$ cat config.mk
export PLATFORM = sky130hd
export DESIGN_NAME = bmp2lcd_seq
export DESIGN_NICKNAME = d
export VERILOG_FILES = /design/src/hdl/bmp2lcd_pkg.sv /design/src/hdl/bmp2lcd_seq.sv
export SDC_FILE = /design/constraint.sdc
export NUM_CORES = 1
export LEC_CHECK = 0
export BUFFER_PORTS_ARGS = -buffer_cell sky130_fd_sc_hd__buf_2
export CAP_MARGIN = 20
export CORE_ASPECT_RATIO = 1.4
export CORE_MARGIN = 1
export CORE_UTILIZATION = 55
export DETAILED_ROUTE_END_ITERATION = 12
export PLACE_DENSITY = 0.88
export SETUP_SLACK_MARGIN = 0.3
export SYNTH_ARGS = -nofsm -noshare
export SYNTH_HDL_FRONTEND = slang
export SYNTH_SLANG_ARGS = --single-unit
$ cat constraint.sdc
create_clock -name clk -period 3.2 [get_ports clk]
set_input_delay 0.48 -clock clk [delete_from_list [all_inputs] [get_ports clk]]
set_output_delay 0.48 -clock clk [all_outputs]
set_load 0.01 [all_outputs]
$ cat src/hdl/bmp2lcd_pkg.sv
`timescale 1ns / 1ps

package bmp2lcd_pkg;

  localparam int IMAGE_WIDTH  = 128;
  localparam int IMAGE_HEIGHT = 64;
  // stored rows are padded to whole 32-bit words
  localparam int ROW_BYTES    = ((IMAGE_WIDTH + 31) / 32) * 4;

  localparam int STORE_DEPTH  = 1024;
  localparam int ADDR_W       = $clog2(STORE_DEPTH);
  localparam int OFFSET_W     = 10;
  localparam int PIXEL_W      = 8;
  localparam int PAGE_W       = 3;
  localparam int COL_W        = 7;
  localparam int STEP_W       = 3;
  localparam int ROWS_PER_PAGE = 1 << STEP_W;
  localparam int DROW_W       = PAGE_W + STEP_W;
  localparam int SROW_W       = $clog2(IMAGE_HEIGHT);
  localparam int BYTE_COL_W   = COL_W - 3;
  localparam int FULL_ADDR_W  = $clog2(IMAGE_HEIGHT * ROW_BYTES + (1 << BYTE_COL_W));

  localparam int IN_TDATA_W   = 32;
  localparam int OUT_TDATA_W  = 8;

  // tdata field positions, lowest bit first
  localparam int OFFSET_LSB   = 0;
  localparam int PIXEL_LSB    = OFFSET_LSB + OFFSET_W;
  localparam int PAGE_LSB     = PIXEL_LSB + PIXEL_W;
  localparam int COL_LSB      = PAGE_LSB + PAGE_W;

  typedef enum logic {
    REQ_LOAD = 1'b0,
    REQ_READ = 1'b1
  } req_kind_t;

  typedef enum logic [1:0] {
    ST_IDLE,
    ST_GATHER,
    ST_FINISH
  } seq_state_t;

  typedef struct packed {
    logic              en;
    logic [ADDR_W-1:0] addr;
  } rd_req_t;

endpackage

$ cat src/hdl/bmp2lcd_seq.sv
`timescale 1ns / 1ps

module bmp2lcd_seq (
  input  logic                                clk,
  input  logic                                rst,
  input  logic                                in_valid,
  output logic                                in_ready,
  input  bmp2lcd_pkg::req_kind_t              in_kind,
  input  logic [bmp2lcd_pkg::PAGE_W-1:0]      in_page,
  input  logic [bmp2lcd_pkg::COL_W-1:0]       in_column,
  output bmp2lcd_pkg::rd_req_t                rd,
  input  logic [bmp2lcd_pkg::PIXEL_W-1:0]     rd_data,
  output logic                                out_valid,
  input  logic                                out_ready,
  output logic [bmp2lcd_pkg::OUT_TDATA_W-1:0] out_byte
);

  bmp2lcd_pkg::seq_state_t state, state_next;

  logic [bmp2lcd_pkg::STEP_W-1:0]      step;
  logic [bmp2lcd_pkg::PAGE_W-1:0]      page;
  logic [bmp2lcd_pkg::COL_W-1:0]       column;
  logic [bmp2lcd_pkg::OUT_TDATA_W-1:0] acc;
  logic [bmp2lcd_pkg::STEP_W-1:0]      issued_x;
  logic                                issued_ok;
  logic                                issued_valid;

  logic [bmp2lcd_pkg::DROW_W-1:0]      drow;
  logic [bmp2lcd_pkg::SROW_W-1:0]      srow;
  logic [bmp2lcd_pkg::FULL_ADDR_W-1:0] addr_full;
  logic                                pix_ok;
  logic                                pix;
  logic [bmp2lcd_pkg::OUT_TDATA_W-1:0] acc_now;
  logic                                accept_read;
  logic                                slot_free;
  logic                                last_step;

  assign accept_read = in_valid && in_ready && (in_kind == bmp2lcd_pkg::REQ_READ);
  assign slot_free   = !out_valid || out_ready;
  assign last_step   = (step == bmp2lcd_pkg::STEP_W'(bmp2lcd_pkg::ROWS_PER_PAGE - 1));
  assign in_ready    = (state == bmp2lcd_pkg::ST_IDLE);

  // shared address unit: display row of this step to a store byte address
  always_comb begin
    drow      = {page, step};
    srow      = bmp2lcd_pkg::SROW_W'(bmp2lcd_pkg::IMAGE_HEIGHT - 1 - int'(drow));
    addr_full = bmp2lcd_pkg::FULL_ADDR_W'(int'(srow) * bmp2lcd_pkg::ROW_BYTES
                + int'(column[bmp2lcd_pkg::COL_W-1:3]));
    pix_ok    = (int'(drow) < bmp2lcd_pkg::IMAGE_HEIGHT)
             && (int'(column) < bmp2lcd_pkg::IMAGE_WIDTH)
             && (int'(addr_full) < bmp2lcd_pkg::STORE_DEPTH);
    rd.en     = (state == bmp2lcd_pkg::ST_GATHER);
    rd.addr   = addr_full[bmp2lcd_pkg::ADDR_W-1:0];
  end

  // leftmost pixel sits in bit 7, so the bit index is the inverted column low bits
  always_comb begin
    pix     = issued_ok && !rd_data[~column[2:0]];
    acc_now = acc;
    if (issued_valid) begin
      acc_now[issued_x] = acc[issued_x] | pix;
    end
  end

  always_comb begin
    state_next = state;
    unique case (state)
      bmp2lcd_pkg::ST_IDLE: begin
        if (accept_read) begin
          state_next = bmp2lcd_pkg::ST_GATHER;
        end
      end
      bmp2lcd_pkg::ST_GATHER: begin
        if (last_step) begin
          state_next = bmp2lcd_pkg::ST_FINISH;
        end
      end
      bmp2lcd_pkg::ST_FINISH: begin
        if (slot_free) begin
          state_next = bmp2lcd_pkg::ST_IDLE;
        end
      end
      default: state_next = bmp2lcd_pkg::ST_IDLE;
    endcase
  end

  always_ff @(posedge clk) begin
    if (rst) begin
      state <= bmp2lcd_pkg::ST_IDLE;
    end else begin
      state <= state_next;
    end
  end

  always_ff @(posedge clk) begin
    if (rst) begin
      step         <= '0;
      issued_valid <= 1'b0;
      out_valid    <= 1'b0;
    end else begin
      if (state == bmp2lcd_pkg::ST_FINISH && slot_free) begin
        out_valid <= 1'b1;
      end else if (out_ready) begin
        out_valid <= 1'b0;
      end
      unique case (state)
        bmp2lcd_pkg::ST_IDLE: begin
          step         <= '0;
          issued_valid <= 1'b0;
        end
        bmp2lcd_pkg::ST_GATHER: begin
          step         <= step + 1'b1;
          issued_valid <= 1'b1;
        end
        bmp2lcd_pkg::ST_FINISH: begin
        end
        default: begin
          step <= '0;
        end
      endcase
    end
  end

  always_ff @(posedge clk) begin
    if (accept_read) begin
      page   <= in_page;
      column <= in_column;
      acc    <= '0;
    end else if (state == bmp2lcd_pkg::ST_GATHER) begin
      acc <= acc_now;
    end
    if (state == bmp2lcd_pkg::ST_GATHER) begin
      issued_x  <= step;
      issued_ok <= pix_ok;
    end
    if (state == bmp2lcd_pkg::ST_FINISH && slot_free) begin
      out_byte <= acc_now;
    end
  end

endmodule

======== After elaboration in Yosys (flattened, before gate mapping) ========
Cells that the tools add are included.
W data, S select, Z words.
cells by class
  bitwise logic cells ..................... 2
  $add $sub $neg .......................... 3
  equal/unequal tests ..................... 6
  order comparisons ....................... 4
  reductions and logical operators ........ 12
  multiplexer cells ....................... 16
operators by type and width
  kind                    count
  $add A10 B4 Y11         1
  $lt A11 B11 Y1 const B  1
  $bwmux W8               1
  $lt A3 B4 Y1 const B    2
  $mux W8                 1
  $bmux W1 S3             2
  $mux W2                 3
  $pmux W2 S3             1
  $pmux W3 S2             1
  $sub A6 B6 Y6 const A   1
  $logic_and A1 B1 Y1     5
  $mux W1                 5
  $ne A2 B1 Y1 const B    2
  $reduce_bool A2 Y1      2
  $add A3 B1 Y3 const B   1
  $demux W1 S3            1
  $eq A3 B3 Y1 const B    1
  $ge A3 B1 Y1 const B    1
  $not A3 Y3              1
  $reduce_and A3 Y1       1
  $eq A2 B1 Y1 const B    1
  $eq A2 B2 Y1 const B    1
  $logic_not A1 Y1        2
  $logic_not A2 Y1        1
  other kinds (4)         4
storage, ports and cells
  flip-flop bits (word level) ............. 37
  output and inout bits ................... 21

======== Longest topological paths before layout ========
Gate-level depths: netlist (run 1).
  depth in word-level cells ............... 8
  gate-level depth with buffers ........... 5

======== Least setup slack after synthesis (run 1) ========
OpenSTA, ideal clock, no wires.
  path kind ............................... register to register
  start point ............................. register column[1] in the netlist's numbering
  end point ............................... register out_byte[1] in the netlist's numbering (data pin)
  setup time .............................. 0.273 ns
  stages on the path, launching flop included .. 6
  data required time ...................... 2.927 ns
  period minus slack after synthesis ...... 1.659 ns
  buffers on the path ..................... 1
  arrival time ............................ 1.385 ns
  slack ................................... 1.541 ns
  cells stage by stage .................... edfxtp_1 > mux2i_1 > and3_4 > nor4_4 > buf_6 > a31oi_1
on the way
  cells in the longest elaborated chain, start to end .. 8
RTL lines
  what                           line                source
  start, declared                bmp2lcd_seq.sv:22   logic [bmp2lcd_pkg::COL_W-1:0] column;
  start signal, assigned         bmp2lcd_seq.sv:127  column <= in_column;
  $not A3 Y3                     bmp2lcd_seq.sv:58   pix = issued_ok && !rd_data[~column[2:0]];
  $bmux W1 S3                    bmp2lcd_seq.sv:58
  $mux W1 (implied by the code)  bmp2lcd_seq.sv:58
  $logic_not A1 Y1               bmp2lcd_seq.sv:58
  $logic_and A1 B1 Y1            bmp2lcd_seq.sv:58
  $or A1 B1 Y1                   bmp2lcd_seq.sv:61   acc_now[issued_x] = acc[issued_x] | pix;
  $bwmux W8                      bmp2lcd_seq.sv:61
  $mux W8                        bmp2lcd_seq.sv:60   if (issued_valid) begin
  named net acc_now, one bit     bmp2lcd_seq.sv:33   logic [bmp2lcd_pkg::OUT_TDATA_W-1:0] acc_now;
  end signal, assigned           bmp2lcd_seq.sv:137  out_byte <= acc_now;
  end, declared                  bmp2lcd_seq.sv:15   output logic [bmp2lcd_pkg::OUT_TDATA_W-1:0] out_byte
The timed path passes the listed nets, and every way through them passes these cells. The select of a mux whose other input is x is not followed.
A chain may end at the register's enable or synchronous reset.

======== Final worst setup path (run 1) ========
  start point ............................. register column[1] in the netlist's numbering
  end point ............................... register out_byte[6] in the netlist's numbering (data pin)
Same word-level chain as after synthesis.

==> metrics.md, run 1 <==
| Metric | Value |
|---|---|
| Worst Setup Start Kind | `flop` |
| Most common cell after layout, fill and taps aside | `buf_2` |
| Die area | `3130 sq um` |
| Library cells used by synthesis | `28` |
| Post-Synth Adder-Cell Area | `1.56%` |
| First drt pass iteration count | `4` |
| Hold Startpoint | `in_page[0]` |
| Slew margin rel. | `48.2%` |
| DRT Wirelength | `~2900 microns` |
| CP arrival | `just over 2 ns` |
| Initial antenna violation count | `0` |
| Synth Area in Compound Gates | `approximately 14%` |
| Core area | `2700 sq um` |
| Register area share after synthesis | `about three fifths` |
| Highest fanout seen on the critical path | `16` |
| First-pass GRT wire length | `about 4600 microns` |
| Number of port buffers | `43` |
| Period minus WS final | `about 2 ns` |
| Initial DRC count | `65` |
| CTS H-tree lvls | `2` |
| Reg2reg setup slack | `1.20 ns` |
| Slew of the pin with the lowest slew margin | `0.771 ns` |
| Chip width | `roughly 48 microns` |
| Row Count | `22` |
| Max incr delay on CP | `about 0.71 ns` |
| Hold path cells | `1` |
| Final Instance Area | `1850 sq um` |
| Area contributors post-synth | `edfxtp_1, dfxtp_1, a31oi_1` |
| Hold Path Sink | `page[0]` |
| Ys async rst share | `0%` |
| Initial Util | `59.3%` |
| Avg Vias per Cell | `5.62` |
| Finished Layout Cells | `221` |
| CP Capture Type | `flop` |
| ANT cells | `0` |
| Yosys reg bits | `36` |
| ANT nets after route | `0` |
| CTS tree | `yes` |
| Max Slew Vio Count | `0` |
| Period utilization | `62.6%` |
| Sinks on Clock Net | `36` |
| Area share of the largest cell type after synthesis | `roughly two fifths` |
| Area leader, netlist | `edfxtp_1` |
| Post-detail-place hpwl | `roughly 2100 microns` |
| Io pins | `44` |
| Cell area after synthesis | `1600 sq um` |
| CP cell instances | `mux2i_1 > and3_4 > nor4_4 > a31oi_1` |
| Mapped Cells | `143` |
| Unrepaired setup endpoints after global routing | `no` |
| Worst hold path class | `in -> reg` |
| Most frequent cells in the layout | `buf_2, edfxtp_1, a31oi_1` |
| Pin count of the biggest net entering global routing | `17` |
| Root buffer cell | `clkbuf_4` |
| Placed cell area | `1800 sq um` |
| Setup TNS | `0 ns` |
| Placed cells | `213` |
| Worst-case clock skew | `around 0.0055 ns` |
| CP max stage cell | `nor4_4` |
| Synth Area in Simple Gates | `15.6%` |
| R2R cell count | `4` |
| Resize count post-CTS | `0` |
| Die height | `about 66 microns` |
| Area grow syn2layout | `15.8%` |
| Tot Pwr | `791 uW` |
| Drt drc | `0` |
| CP Class | `reg -> reg` |
| Clk_lat worst skew | `about 0.34 ns` |
| CTS clk-pin slew, worst paths | `0.10 ns` |
| Reg2reg end | `out_byte[6]` |
| Post-CTS setup buffer count | `0` |
| Fill cell count | `230` |
| Final Util | `between 60 and 70%` |
| Peak supply drop | `between 0.0004 and 0.0005 V` |
| Mux share of post-synthesis cell area | `4.85%` |
| Placer Congestion | `0.823` |
| Achievable Freq | `0.500 GHz` |
| Avg Cell Area, Syn | `11.2 sq um` |
| Post-Syn Nets | `168` |
| Total Nets Final | `209` |
| Max Root-Sink Buffers | `2` |
| Vias in the first global route | `about 1,100` |
| Combinational family with the most area after synthesis | `simple AND/OR/NAND/NOR gates` |
| Routed wirelength normalized by instance count | `around 13 microns` |
| Ys Warns | `0` |
| Vias | `1,243` |
| Grt met1 use | `21.1%` |
| Most Used Layer, Global Route | `met2` |
| Max-cap viol count | `0` |
| Final hold violations | `0` |
| GRT overflow | `0` |
| GRT Total Usage | `21.5%` |
| Post-synth EDFFs | `21` |
| CTS Hold Bufs | `0` |
| Power Density | `427 nW/um^2` |
| Pleak | `0.000727 uW` |
| Status | `finished clean` |
| Critical Path RT | `3.25 ns` |
| Synth Flop Type | `edfxtp_1` |
| Final setup viols | `0` |
| Synth Area in XOR/XNOR | `0%` |
| Met3 GRT Util | `under 10%` |
| Layout cell share with drive strength beyond 1 | `29.2%` |
| Met2 Use GR | `38.4%` |
| Num CTS Buffers | `5` |
| Worst r2r src | `column[1]` |
[registers in the layout, summed over array words and instances, names as in the netlist]
name,cells
column,7
issued_x,3
out_byte,8
page,3
out_valid,1
issued_valid,1
state,2
step,3
acc,8
[logic make-up (layout without fill, tap and decap cells)]
logic type               count (synthesis)  in the layout
AND/OR/NAND/NOR                         44             44
AO/OA/AOI/OAI                           39             39
flip-flops                              36             36
buffers and inverters                   17             59
multiplexers                             5              5
adder cells (fa/ha/maj)                  2              2
[synth_stat cells (all sizes together), types with 3 or more instances]
cell type and n:
inv 8, nand2 4, o21ai 8, a22oi 3, dfxtp 15, a31oi 18, and2 3, nor2b 7
edfxtp 21, nor2 16, nor3 3, a21oi 9, buf 7, nand2b 4
[layer usage]
layer | up-vias | share of wire [%]
met1 | 561 | 36
li1 | 608 | -
met3 | 9 | 8.1
met4 | 0 | 2.8
met2 | 65 | 54
met5 | - | 0
[through the flow]
step / setup slack (ns) / hold WS [ns]
2_1_floorplan: 1.54 / 0.457
3_3_place_gp: 1.30 / 0.469
3_5_place_dp: 1.21 / 0.486
4_1_cts: 1.21 / 0.307
5_1_grt: 1.11 / 0.294
6_report: 1.20 / 0.310
[worst max-delay path by stage]
stage | from | to | depth (start not counted) | slack [ns]
2_1_floorplan | column[1] | out_byte[1] | 5 | 1.54
3_3_place_gp | rd_data[0] | out_byte[1] | 5 | 1.30
3_5_place_dp | rd_data[0] | out_byte[6] | 5 | 1.21
4_1_cts | column[1] | out_byte[6] | 4 | 1.21
5_1_grt | column[1] | out_byte[2] | 4 | 1.11
6_report | column[1] | out_byte[6] | 4 | 1.20
[power by group]
group | switching, uW | internal (uW) | total, uW
Sequential | 9.79 | 500 | 510
Combinational | 35.2 | 27.8 | 62.9
Clock | 134 | 84.3 | 219
Total | 179 | 612 | 791
[final cells by class]
cell class / count / area, sq um / area share, %
sequential: 36 / 931 / 50.2
multi-input combinational: 90 / 583 / 31.5
timing repair buffer: 43 / 215 / 11.6
clock buffer: 7 / 45.0 / 2.43
tap: 36 / 45.0 / 2.43
inverter: 8 / 30.0 / 1.62
clock inverter: 1 / 3.75 / 0.203
[worst max-delay path, delay by kind of cell (launching register included)]
kind | cells | cell delay [ns]
simple gates | 2 | 0.90
flops | 1 | 0.47
compound gates | 1 | 0.19
mux | 1 | 0.15
Note: power is estimated with default switching activity, not from simulation.
==> inputs of run 2 (changes only) <==
--- a/config.mk
+++ b/config.mk
@@ -9,9 +9,9 @@
 export CAP_MARGIN = 20
 export CORE_ASPECT_RATIO = 1.4
 export CORE_MARGIN = 1
-export CORE_UTILIZATION = 55
+export CORE_UTILIZATION = 51
 export DETAILED_ROUTE_END_ITERATION = 12
-export PLACE_DENSITY = 0.88
+export PLACE_DENSITY = 0.83
 export SETUP_SLACK_MARGIN = 0.3
 export SYNTH_ARGS = -nofsm -noshare
 export SYNTH_HDL_FRONTEND = slang
==> constraint.sdc (replaced) <==
create_clock -name clk -period 1.9 [get_ports clk]
set_input_delay 0.285 -clock clk [delete_from_list [all_inputs] [get_ports clk]]
set_output_delay 0.285 -clock clk [all_outputs]
set_load 0.01 [all_outputs]
==> metrics.md, run 2 (same netlist as run 1, synthesis figures left out) <==
| Metric | Value |
|---|---|
| Status | `finished clean` |
| GRT overflow | `0 (unchanged)` |
| Num CTS Buffers | `5 (unchanged)` |
| Initial DRC count | `24 (-63%)` |
| Max Root-Sink Buffers | `2 (unchanged)` |
| Period utilization | `89.0% (+26 points)` |
| Most common cell after layout, fill and taps aside | `buf_2` |
| Slew margin rel. | `68.4% (+20 points)` |
| Setup TNS | `0 ns (unchanged)` |
| Pleak | `0.000811 uW (+12%)` |
| Reg2reg setup slack | `0.21 ns (-0.99 ns)` |
| Vias in the first global route | `1,289 (+14%)` |
| Period minus WS final | `1.69 ns (-0.311 ns)` |
| DRT Wirelength | `3360 microns (+17%)` |
| Peak supply drop | `0.000657 V (+62%)` |
| Worst-case clock skew | `0.00645 ns (+0.000936 ns)` |
| Area grow syn2layout | `26.7%` |
| Number of port buffers | `43 (unchanged)` |
| CTS Hold Bufs | `0 (unchanged)` |
| CP arrival | `1.90 ns (-0.15 ns)` |
| Layout cell share with drive strength beyond 1 | `37.8% (+8.6 points)` |
| CTS H-tree lvls | `2 (unchanged)` |
| Slew of the pin with the lowest slew margin | `0.473 ns (-0.298 ns)` |
| Routed wirelength normalized by instance count | `14.6 microns (+12%)` |
| Worst Setup EP | `acc[7]` |
| Worst r2r src | `column[1]` |
| Fill cell count | `231 (+0.43%)` |
| First-pass GRT wire length | `5460 microns (+18%)` |
| Total Nets Final | `217 (+3.8%)` |
| CP Capture Type | `flop` |
| Initial Util | `54.5% (-4.8 points)` |
| Reg2reg end | `acc[7]` |
| Worst Setup Start Kind | `flop` |
| Vias | `1,303 (+4.8%)` |
| ANT cells | `0 (unchanged)` |
| Clk_lat worst skew | `0.28 ns (-0.06 ns)` |
| ANT nets after route | `0 (unchanged)` |
| Hold_ws | `0.171 ns (-0.139 ns)` |
| Biggest regs | `acc x8, out_byte x8, column x7` |
| Post-detail-place hpwl | `2390 microns (+11%)` |
| CTS tree | `yes` |
| Row Count | `23 (+4.5%)` |
| Most frequent cells in the layout | `buf_2, edfxtp_1, a31oi_1` |
| First drt pass iteration count | `5 (+1)` |
| Core area | `2940 sq um (+8.8%)` |
| Chip width | `49.3 microns (+3.7%)` |
| Achievable Freq | `0.592 GHz (+18%)` |
| GRT Total Usage | `22.1% (+0.58 points)` |
| Worst hold path class | `in -> reg` |
| Power Density | `808 nW/um^2 (+89%)` |
| Critical Path RT | `2.11 ns (-1.14 ns)` |
| Pre-CTS setup slack | `0.0826 ns (-1.13 ns)` |
| Highest fanout seen on the critical path | `10 (-6)` |
| Final worst setup slack | `0.210 ns (-0.989 ns)` |
| Final setup viols | `0 (unchanged)` |
| Tot Pwr | `1640 uW (+110%)` |
| Placer Congestion | `0.784 (-4.7%)` |
| Pin count of the biggest net entering global routing | `12 (-5)` |
| CP Class | `reg -> reg` |
| Crit path launch | `column[1]` |
| Final Util | `69.1% (+0.36 points)` |
| Max Slew Vio Count | `0 (unchanged)` |
| Max-cap viol count | `0 (unchanged)` |
| Unrepaired setup endpoints after global routing | `yes` |
| Sinks on Clock Net | `36 (unchanged)` |
| Root buffer cell | `clkbuf_8` |
| Drt drc | `0 (unchanged)` |
| Io pins | `44 (unchanged)` |
| Final hold violations | `0 (unchanged)` |
| CTS clk-pin slew, worst paths | `0.07 ns (-0.03 ns)` |
| R2R cell count | `6 (+2)` |
| Die height | `68.3 microns (+3.7%)` |
| Die area | `3370 sq um (+7.5%)` |
| Initial antenna violation count | `0 (unchanged)` |
| Avg Vias per Cell | `5.67 (+0.73%)` |
[run 2: cell count changes in the layout (fill, tap and decap cells not counted), moves of 2 or more]
| cell | previous run | this run |
|---|---|---|
| buf_4 | 0 | 7 |
| clkbuf_4 | 5 | 0 |
| clkbuf_8 | 0 | 5 |
| mux2_2 | 2 | 0 |
| mux2_4 | 0 | 2 |
| nor2_1 | 16 | 13 |
| nor2_2 | 0 | 3 |
| nor3b_1 | 2 | 0 |
[run 2: repair_timing]
item | 4_1_cts | 5_1_grt
buffers inserted | 2 | 0
resized for setup | 6 | 5
pin swaps | 2 | 0
setup endpoints to repair | 16 | 25
[run 2: worst min-delay path by stage]
| stage | start | end | slack, ns | cells past startpoint |
|---|---|---|---|---|
| final | in_column[3] | column[3] | 0.17 | 1 |
| after global routing | in_column[3] | column[3] | 0.16 | 1 |
| after CTS | in_column[3] | column[3] | 0.16 | 1 |
| after detailed placement | in_column[3] | column[3] | 0.46 | 1 |
| after global placement | in_page[1] | page[1] | 0.46 | 1 |
| after floorplan | rst | issued_valid | 0.35 | 1 |
[run 2: through the flow]
| step | cells | area, sq um |
|---|---|---|
| 4_1_cts | 230 | 2010 |
| 6_report | 230 | 2030 |
| 3_3_place_gp | 220 | 1860 |
| 2_1_floorplan | 143 | 1610 |
| 3_5_place_dp | 220 | 1860 |
| 5_1_grt | 230 | 2030 |
[run 2: report_power, final]
part / total [uW] / switching, uW / internal (uW)
Sequential: 863 / 19.4 / 843
Clock: 640 / 252 / 389
Combinational: 135 / 69.6 / 65.2
Total: 1640 / 341 / 1300
[run 2: layout make-up]
type | instances | area (sq um) | share of cell area [%]
clock inverters | 2 | 35.0 | 1.73
flip-flops and latches | 36 | 931 | 45.9
well taps | 37 | 46.3 | 2.28
multi-input cells | 90 | 633 | 31.2
inverters | 8 | 30.0 | 1.48
clock buffers | 6 | 72.6 | 3.58
repair buffers | 51 | 279 | 13.8
[run 2: layer usage]
layer  global-route usage (%)  vias up  share of wire [%]
met1                     21.0      610                 38
met5                        0        -                  0
li1                         -      622                  -
met2                     42.5       60                 55
met3                     5.11       11                5.1
met4                     14.0        0                1.8
[run 2: worst max-delay path, cell delays in order (launching register included)]
cell and delay (ns):
edfxtp_1 0.52, mux2_4 0.36, nor3b_4 0.23, nor4_4 0.07, buf_6 0.16, buf_4 0.14
a31oi_1 0.13
==> inputs of run 3 (changes only) <==
--- a/config.mk
+++ b/config.mk
@@ -8,10 +8,10 @@
 export BUFFER_PORTS_ARGS = -buffer_cell sky130_fd_sc_hd__buf_2
 export CAP_MARGIN = 20
 export CORE_ASPECT_RATIO = 1.4
-export CORE_MARGIN = 1
 export CORE_UTILIZATION = 51
 export DETAILED_ROUTE_END_ITERATION = 12
 export PLACE_DENSITY = 0.83
+export RECOVER_POWER = 25
 export SETUP_SLACK_MARGIN = 0.3
 export SYNTH_ARGS = -nofsm -noshare
 export SYNTH_HDL_FRONTEND = slang
==> metrics.md, run 3 (same netlist as run 1, synthesis figures left out) <==
| Metric | Value |
|---|---|
| Worst-case clock skew | `0.00649 ns (+0.0000465 ns)` |
| Crit path launch | `column[1]` |
| Period minus WS final | `1.69 ns (+0.00125 ns)` |
| Row Count | `23 (unchanged)` |
| CP arrival | `1.90 ns (about the same)` |
| Setup TNS | `0 ns (unchanged)` |
| Worst Setup Start Kind | `flop` |
| Worst hold path class | `in -> reg` |
| Hold Startpoint | `in_column[3]` |
| Status | `finished clean` |
| Clk_lat worst skew | `0.28 ns (about the same)` |
| Vias | `1,304 (+0.077%)` |
| Hold Path Sink | `column[3]` |
| Placed cells | `220 (unchanged)` |
| Die area | `3370 sq um (unchanged)` |
| CTS clk-pin slew, worst paths | `0.07 ns (about the same)` |
| Number of port buffers | `43 (unchanged)` |
| Most common cell after layout, fill and taps aside | `buf_2` |
| Chip width | `49.3 microns (unchanged)` |
| Critical Path RT | `2.11 ns (about the same)` |
| Achievable Freq | `0.591 GHz (about the same)` |
| Total Nets Final | `217 (unchanged)` |
| Hold_ws | `0.170 ns (-0.000604 ns)` |
| Reg2reg setup slack | `0.21 ns (about the same)` |
| Unrepaired setup endpoints after global routing | `yes` |
| First-pass GRT wire length | `5460 microns (unchanged)` |
| First drt pass iteration count | `4 (-1)` |
| CTS H-tree lvls | `2 (unchanged)` |
| GRT Total Usage | `22.1% (unchanged)` |
| Max Slew Vio Count | `0 (unchanged)` |
| Initial Util | `54.5% (unchanged)` |
| CP Class | `reg -> reg` |
| Initial antenna violation count | `0 (unchanged)` |
| DRT Wirelength | `3380 microns (+0.62%)` |
| Reg2reg end | `acc[7]` |
| Root buffer cell | `clkbuf_8` |
| ANT cells | `0 (unchanged)` |
| Final setup viols | `0 (unchanged)` |
| Period utilization | `89.0% (about the same)` |
| GRT overflow | `0 (unchanged)` |
| Max Root-Sink Buffers | `2 (unchanged)` |
| Vias in the first global route | `1,289 (unchanged)` |
| CTS Hold Bufs | `0 (unchanged)` |
| Slew of the pin with the lowest slew margin | `0.473 ns (unchanged)` |
| ANT nets after route | `0 (unchanged)` |
| Num CTS Buffers | `5 (unchanged)` |
| Routed wirelength normalized by instance count | `14.7 microns (+0.62%)` |
| Area grow syn2layout | `26.4%` |
| Pin count of the biggest net entering global routing | `12 (unchanged)` |
| CTS tree | `yes` |
| Hold path cells | `1 (unchanged)` |
| Io pins | `44 (unchanged)` |
| Power Density | `810 nW/um^2 (+0.21%)` |
| Post-detail-place hpwl | `2390 microns (unchanged)` |
| Peak supply drop | `0.000657 V (about the same)` |
| Core area | `2940 sq um (unchanged)` |
| CP Capture Type | `flop` |
| Biggest regs | `acc x8, out_byte x8, column x7` |
| Drt drc | `0 (unchanged)` |
| Final hold violations | `0 (unchanged)` |
| Slew margin rel. | `68.4% (unchanged)` |
| Most frequent cells in the layout | `buf_2, edfxtp_1, a31oi_1` |
| Sinks on Clock Net | `36 (unchanged)` |
| Worst r2r src | `column[1]` |
| Placer Congestion | `0.784 (unchanged)` |
| Layout cell share with drive strength beyond 1 | `36.3% (-1.6 points)` |
| R2R cell count | `6 (unchanged)` |
| Finished Layout Cells | `230 (unchanged)` |
| Die height | `68.3 microns (unchanged)` |
| Avg Vias per Cell | `5.67 (about the same)` |
| Highest fanout seen on the critical path | `10 (unchanged)` |
| Initial DRC count | `27 (+13%)` |
| Max-cap viol count | `0 (unchanged)` |
| Pleak | `0.000809 uW (-0.29%)` |
run 3: cell count changes in the layout (fill, tap and decap cells not counted), sizes merged:
cell	before	now
buf	51	50
clkbuf	6	7
run 3: cell type report:
| class | count | area (sq um) |
|---|---|---|
| Sequential cell | 36 | 931 |
| Fill cell | 233 | 912 |
| Multi-Input combinational cell | 90 | 631 |
| Timing Repair Buffer | 51 | 278 |
| Clock buffer | 6 | 72.6 |
| Tap cell | 37 | 46.3 |
| Clock inverter | 2 | 35.0 |
| Inverter | 8 | 30.0 |
run 3: power breakdown:
| group | switching (uW) | internal, uW | total [uW] |
|---|---|---|---|
| Clock | 252 | 389 | 641 |
| Sequential | 19.2 | 843 | 862 |
| Combinational | 69.6 | 65.0 | 135 |
| Total | 341 | 1300 | 1640 |
run 3: metal layers:
metal	part of all wire (%)	GRT usage, %
met4	1.8	14.0
met3	5.0	5.11
met2	55	42.5
met5	0	0
met1	38	21.0
run 3: worst max-delay path, cell delays in order, from the launching register on:
cell and delay [ns]:
edfxtp_1 0.52, mux2_4 0.36, nor3b_4 0.23, nor4_4 0.07, buf_6 0.16, buf_4 0.14, a31oi_1 0.13
run 3: how the worst max path moves through the flow:
stage	slack (ns)	endpoint
CTS	0.24	acc[1]
finish	0.21	acc[7]
detailed placement	0.08	out_byte[1]
floorplan	0.26	out_byte[1]
global route	0.16	acc[1]
global placement	0.20	out_byte[1]
run 3: stage by stage:
stage | utilization [%] | setup WS, ns | instance area, sq um | power, uW
after floorplan | - | 0.263 | 1610 | 948
after global placement | 63.5 | 0.200 | 1860 | 989
after detailed placement | 63.5 | 0.0826 | 1860 | 998
after CTS | 68.6 | 0.245 | 2010 | 1650
after global routing | 68.9 | 0.158 | 2020 | 1700
final | 68.9 | 0.208 | 2020 | 1640
run 3: what timing repair did:
action | in CTS | in global routing
pin swaps | 2 | 0
resized for setup | 6 | 5
setup endpoints to repair | 16 | 25
buffers inserted | 2 | 0
endpoints found under the hold margin | 0 | 0
